### src/hdl/mpb_pkg.sv
// Shared types, codes and helper functions for the min/max pyramid builder.
// Used by mpb_ctrl, mpb_dp and minmax_pyramid_builder_core; depends on nothing.
package mpb_pkg;

    localparam int DATA_W       = 16;
    localparam int READ_INDEX_W = 13;

    // Request codes carried on req_type.
    localparam logic [1:0] REQ_LOAD  = 2'd0;
    localparam logic [1:0] REQ_BUILD = 2'd1;
    localparam logic [1:0] REQ_READ  = 2'd2;

    // Result status codes.
    localparam logic [1:0] ST_OK        = 2'd0;
    localparam logic [1:0] ST_BAD_INDEX = 2'd1;
    localparam logic [1:0] ST_LOAD_DROP = 2'd2;

    // Configuration register indexes.
    localparam logic [1:0] CFG_SIDE_LOG2     = 2'd0;
    localparam logic [1:0] CFG_TOTAL_LEVELS  = 2'd1;
    localparam logic [1:0] CFG_STORED_LEVELS = 2'd2;

    // Commands from the controller to the datapath.
    typedef struct packed {
        logic       accept;     // an item is taken this cycle
        logic       lvl_init;   // load the first level to build
        logic       lvl_start;  // set up addresses and counters for a level
        logic       bld_rd;     // read one child pair
        logic [1:0] child;      // which child of the 2x2 block
        logic       acc_load;   // first child data arrives
        logic       acc_upd;    // later child data arrives
        logic       bld_wr;     // write the merged parent pair
        logic       cell_step;  // advance to the next parent cell
        logic       bld_done;   // build finished, emit its result
    } ctrl_cmd_t;

    // Status from the datapath to the controller.
    typedef struct packed {
        logic lvl_last;  // no level is left to build
        logic row_last;  // current cell is the last of its row
        logic col_last;  // current row is the last of the level
    } dp_status_t;

    // Number of pairs the store must hold for the given geometry limits.
    function automatic int store_depth(input int max_side, input int max_levels);
        int total;
        total = 0;
        for (int l = 0; l < 9; l++) begin
            if (l < max_levels) begin
                total = total + (max_side >> l) * (max_side >> l);
            end
        end
        return total;
    endfunction

    // Merge two pairs: minimum of the low halves, maximum of the high halves.
    function automatic logic [2*DATA_W-1:0] pair_merge(input logic [2*DATA_W-1:0] a,
                                                       input logic [2*DATA_W-1:0] b);
        logic [DATA_W-1:0] mn;
        logic [DATA_W-1:0] mx;
        mn = (a[DATA_W-1:0] < b[DATA_W-1:0]) ? a[DATA_W-1:0] : b[DATA_W-1:0];
        mx = (a[2*DATA_W-1:DATA_W] > b[2*DATA_W-1:DATA_W]) ?
             a[2*DATA_W-1:DATA_W] : b[2*DATA_W-1:DATA_W];
        return {mx, mn};
    endfunction

endpackage

### src/hdl/mpb_ctrl.sv
// Controller state machine of the min/max pyramid builder.
// Sequences build passes and issues commands to mpb_dp; depends on mpb_pkg.
module mpb_ctrl (
    input  logic                   clk,
    input  logic                   rst_n,
    input  logic                   start,
    input  logic [1:0]             req_type,
    input  mpb_pkg::dp_status_t    dp_stat,
    output mpb_pkg::ctrl_cmd_t     cmd,
    output logic                   busy
);

    typedef enum logic [3:0] {
        S_IDLE  = 4'b0001,
        S_LEVEL = 4'b0010,
        S_READ  = 4'b0100,
        S_WRITE = 4'b1000
    } state_t;

    state_t     state_reg;
    state_t     state_next;
    logic [1:0] child_reg;
    logic [1:0] child_next;

    always_ff @(posedge clk or negedge rst_n) begin
        if (!rst_n) begin
            state_reg <= S_IDLE;
            child_reg <= 2'd0;
        end else begin
            state_reg <= state_next;
            child_reg <= child_next;
        end
    end

    always_comb begin
        state_next = state_reg;
        child_next = child_reg;
        cmd        = '0;
        cmd.child  = child_reg;
        unique case (state_reg)
            S_IDLE: begin
                cmd.accept = start;
                if (start && (req_type == mpb_pkg::REQ_BUILD)) begin
                    cmd.lvl_init = 1'b1;
                    state_next   = S_LEVEL;
                end
            end
            S_LEVEL: begin
                if (dp_stat.lvl_last) begin
                    cmd.bld_done = 1'b1;
                    state_next   = S_IDLE;
                end else begin
                    cmd.lvl_start = 1'b1;
                    child_next    = 2'd0;
                    state_next    = S_READ;
                end
            end
            S_READ: begin
                cmd.bld_rd   = 1'b1;
                cmd.acc_load = (child_reg == 2'd1);
                cmd.acc_upd  = (child_reg == 2'd2) || (child_reg == 2'd3);
                child_next   = child_reg + 2'd1;
                if (child_reg == 2'd3) begin
                    state_next = S_WRITE;
                end
            end
            S_WRITE: begin
                cmd.bld_wr    = 1'b1;
                cmd.cell_step = 1'b1;
                child_next    = 2'd0;
                if (dp_stat.row_last && dp_stat.col_last) begin
                    state_next = S_LEVEL;
                end else begin
                    state_next = S_READ;
                end
            end
            default: begin
                state_next = S_IDLE;
            end
        endcase
    end

    assign busy = (state_reg != S_IDLE);

endmodule

### config.mk
export PLATFORM = sky130hd
export DESIGN_NAME = mpb_ctrl
export DESIGN_NICKNAME = d
export VERILOG_FILES = /design/src/hdl/mpb_pkg.sv /design/src/hdl/mpb_ctrl.sv
export SDC_FILE = /design/constraint.sdc
export NUM_CORES = 1
export LEC_CHECK = 0
export ABC_AREA = 1
export BUFFER_PORTS_ARGS = -buffer_cell sky130_fd_sc_hd__buf_2
export CAP_MARGIN = 20
export CORE_MARGIN = 2
export CORE_UTILIZATION = 30
export CTS_CLUSTER_SIZE = 40
export DETAILED_ROUTE_END_ITERATION = 12
export SLEW_MARGIN = 20
export SYNTH_ARGS = -nofsm -noshare
export SYNTH_HDL_FRONTEND = slang
export SYNTH_SLANG_ARGS = --single-unit
### constraint.sdc
create_clock -name clk -period 3 [get_ports clk]
set_input_delay 0.3 -clock clk [delete_from_list [all_inputs] [get_ports clk]]
set_output_delay 0.3 -clock clk [all_outputs]
set_load 0.1 [all_outputs]
Word level (Yosys, flattened, before mapping)
Cells that the tools add are included.
Storage, ports and cells
  register bits: 6
  input bits: 8
  output and inout port bits: 12
  word-level logic and storage cells: 37
Operators by class
  add/subtract/negate cells: 1
  equality and inequality tests: 12
  muxes and demuxes: 16
  reductions and logical operators: 6
Operators with widths (count)
  $pmux 4 s4: 1
  $mux 2: 4
  $mux 4: 2
  $mux 1: 6
  $mux 3: 2
  $ne 2x2->1 const B: 3
  $pmux 2 s3: 1
  $eq 2x1->1 const B: 2
  $eq 2x2->1 const B: 2
  $eq 4x1->1 const B: 1
  $eq 4x2->1 const B: 1
  $eq 4x3->1 const B: 1
  $eq 4x4->1 const B: 1
  $ne 4x1->1 const B: 1
  $reduce_and 2->1: 2
  $reduce_bool 3->1: 1
  $add 2x1->2 const B: 1
  $logic_and 1x1->1: 2
  $logic_or 1x1->1: 1

Longest topological paths before layout
  depth in word-level cells: 4
  depth in mapped cells: 6
  depth with buffers taken out: 6

Least setup slack after synthesis
Ideal clock, no wire load.
  kind: register to output
  start: register state_reg[0]
  end: output port cmd[10] (netlist name)
  data arrival time: 2.559 ns
  required time: 2.700 ns
  slack: 0.141 ns
  cell stages (with the launch flop): 5
  path through: dfstp_2 > nand2_1 > nor2_1 > inv_1 > nor2_1
RTL lines
  start, declared: RTL line mpb_ctrl.sv:20  | state_t state_reg;
  start signal, assigned: RTL line mpb_ctrl.sv:30  | state_reg <= state_next;
  end, declared: RTL line mpb_ctrl.sv:9  | output mpb_pkg::ctrl_cmd_t cmd,

==> results.toml <==
[global_route]
grt_usage_pct = 12.2
grt.overflow.total = 0
grt_pass1_vias = 338
grt_pass1_wl_um = 1300
grt_max_degree = 7
antenna_found_initial = 0

[synth]
synth_ff_type = "dfrtp_1"
synth_top_area_cell = "dfrtp_1"
synth_top_area_share_pct = 29.9
synth_nets = 73
avgSynthCellArea_um2 = 6.76
synthesis.area_um2 = 419
synth_cell_types = 15
async_flop_share_pct = 100
seq_area_frac_synth_pct = 36.1
synth_common_cells = "nand2_1, inv_1, nor2_1"
synth_top_cells_by_area = "dfrtp_1, nand2_1, inv_1, ha_1, nor2_1"
synthCells = 62
ys_seq_elements = 6
synth-warning-count = 0
synth_edf_count = 0
yosysMostFrequentCell = "nand2_1"

[clock_network]
cts_buffer_depth = 2
cts_tree = "done"
post-cts-setup-buffers = 0
path_clk_slew_ns = 0.05
cts_hold_buf = 1
cts_buffers = 3
clk_latency_ns = 0.25
cts_root_buf = "clkbuf_4"
post_cts_resized = 0
cts_htree_levels = 1
clock-sinks = 6

[final_layout]
largest_reg_flops = 4
drive_gt1_share_pct = 36.5
diodes = 0
finalInstanceArea_um2 = 562
area_delta_synth_final_pct = 34.0
finalNetCount = 97

[timing]
finalSetupViolations = 0
min_period_ns = 1.92
max_slew_margin_pct = 67.7
period_share_pct = 64.0
rsz0062_at_grt = "false"
skew_ns = 0.00511
drv_slew = 0
worst_slew_pin_slew_ns = 0.487
finalHoldViolCount = 0
tns_ns = 0
fmax_ghz = 0.521

[setup_path]
r2r_setup_slack_ns = 1.87
crit_type = "flip-flop to primary output"
worstPathRequired_ns = 2.70
worst_setup_path_end_kind = "primary output"
start_kind = "flip-flop"
crit_arrival_ns = 1.62
path_max_fanout = 4
worst_r2r_path_depth = 6

[floorplanning]
start_util_pct = 32.2
die_h_um = 41.4
core_area_mm2 = 0.00130
die_x_um = 41.4
std_cell_rows = 13
ioPinCount = 20
die-area_mm2 = 0.00171

[job]
drv_cap = 0

[routing]
first_iter_violations = 2
vias = 402
viasPerCell = 4.02
drc = 0
wl_um = 810
wl_met1_um = 397
wl_per_cell_um = 8.10
wl_met3_um = 34
dr_wl_met2_um = 379
first_pass_iters = 4
postRouteAntennaNets = 0
top_layer_used = "met3"

[run_status]
outcome = "finished, final reports clean"

[pwr]
power_density_mw_per_mm2 = 1100
power_leakage_nw = 0.349
irDropWorstVdd_v = 0.000513

[placed_design]
routabilityCongestion = 0.670
post-dp-hpwl_um = 652
dpl_cell_area_um2 = 526
port_buffers = 19

[min_path]
whs_path_depth = 3
min_path_type = "input port to flip-flop"
[layout make-up]
type | instances | area [um^2]
Fill cell | 143 | 739
Multi-Input combinational cell | 40 | 204
Inverter | 15 | 56.3
Timing Repair Buffer | 20 | 105
Tap cell | 15 | 18.8
Sequential cell | 6 | 151
Clock buffer | 4 | 26.3
[routing by layer]
metal  global-route usage (%)  vias to the layer above
li1                         -                      226
met1                     16.0                      166
met2                     16.8                       10
met3                     3.19                        0
met4                     9.68                        0
met5                        0                        -
[layout by cell type (no fill, tap or decap)]
cell           count
nand2_2            2
or2_0              1
nand3b_1           1
a21oi_1            1
dlygate4sd3_1      1
nor2_4             1
nand3_1            4
inv_1             11
nor2_1            10
ha_1               3
dfstp_2            1
clkbuf_4           3
dfrtp_1            5
buf_2             19
clkbuf_1           1
nand2_1           16
nor2_2             1
inv_2              4
[worst max-delay path, cell delays in order (launching register included)]
cell and delay (ns):
dfstp_2 0.53, nand2_1 0.05, nor2_1 0.17, inv_1 0.10
nor2_1 0.09, buf_2 0.43
[logic make-up after synthesis]
| logic type | after synthesis | share of synthesized area [%] |
|---|---|---|
| AOI/OAI and AO/OA | 1 | 1.19 |
| adders and majority gates | 3 | 8.96 |
| buffers and inverters | 16 | 15.2 |
| DFF | 6 | 36.1 |
| and+or+nand+nor | 36 | 38.5 |
[metrics by stage]
| step | utilization (%) | power (mW) | setup WS (ns) | hold WS (ns) | std cells |
|---|---|---|---|---|---|
| 6_report | 43.2 | 0.621 | 1.08 | 0.321 | 100 |
| 5_1_grt | 43.2 | 0.664 | 0.975 | 0.352 | 100 |
| 4_1_cts | 43.2 | 0.623 | 1.08 | 0.320 | 100 |
| 3_5_place_dp | 40.4 | 0.540 | 1.34 | 0.123 | 95 |
| 3_3_place_gp | 40.4 | 0.538 | 1.37 | 0.123 | 95 |
| 2_1_floorplan | - | 0.481 | 0.141 | 0.00441 | 62 |
[power by group]
group          leakage (nW)  internal [mW]  switching, mW
Sequential           0.0776          0.112         0.0247
Combinational         0.257         0.0712          0.331
Clock                0.0150         0.0505         0.0311
Total                 0.349          0.234          0.387
[final timing paths]
| path | from | to |
|---|---|---|
| max | state_reg[0] | cmd[10] |
| min | dp_stat[2] | state_reg[0] |
| max reg2reg | state_reg[0] | child_reg[1] |
| min reg2reg | child_reg[0] | child_reg[0] |
| max in group asynchronous | rst_n | state_reg[0] |
| min in group asynchronous | rst_n | state_reg[1] |
(Power assumes the default switching activity.)
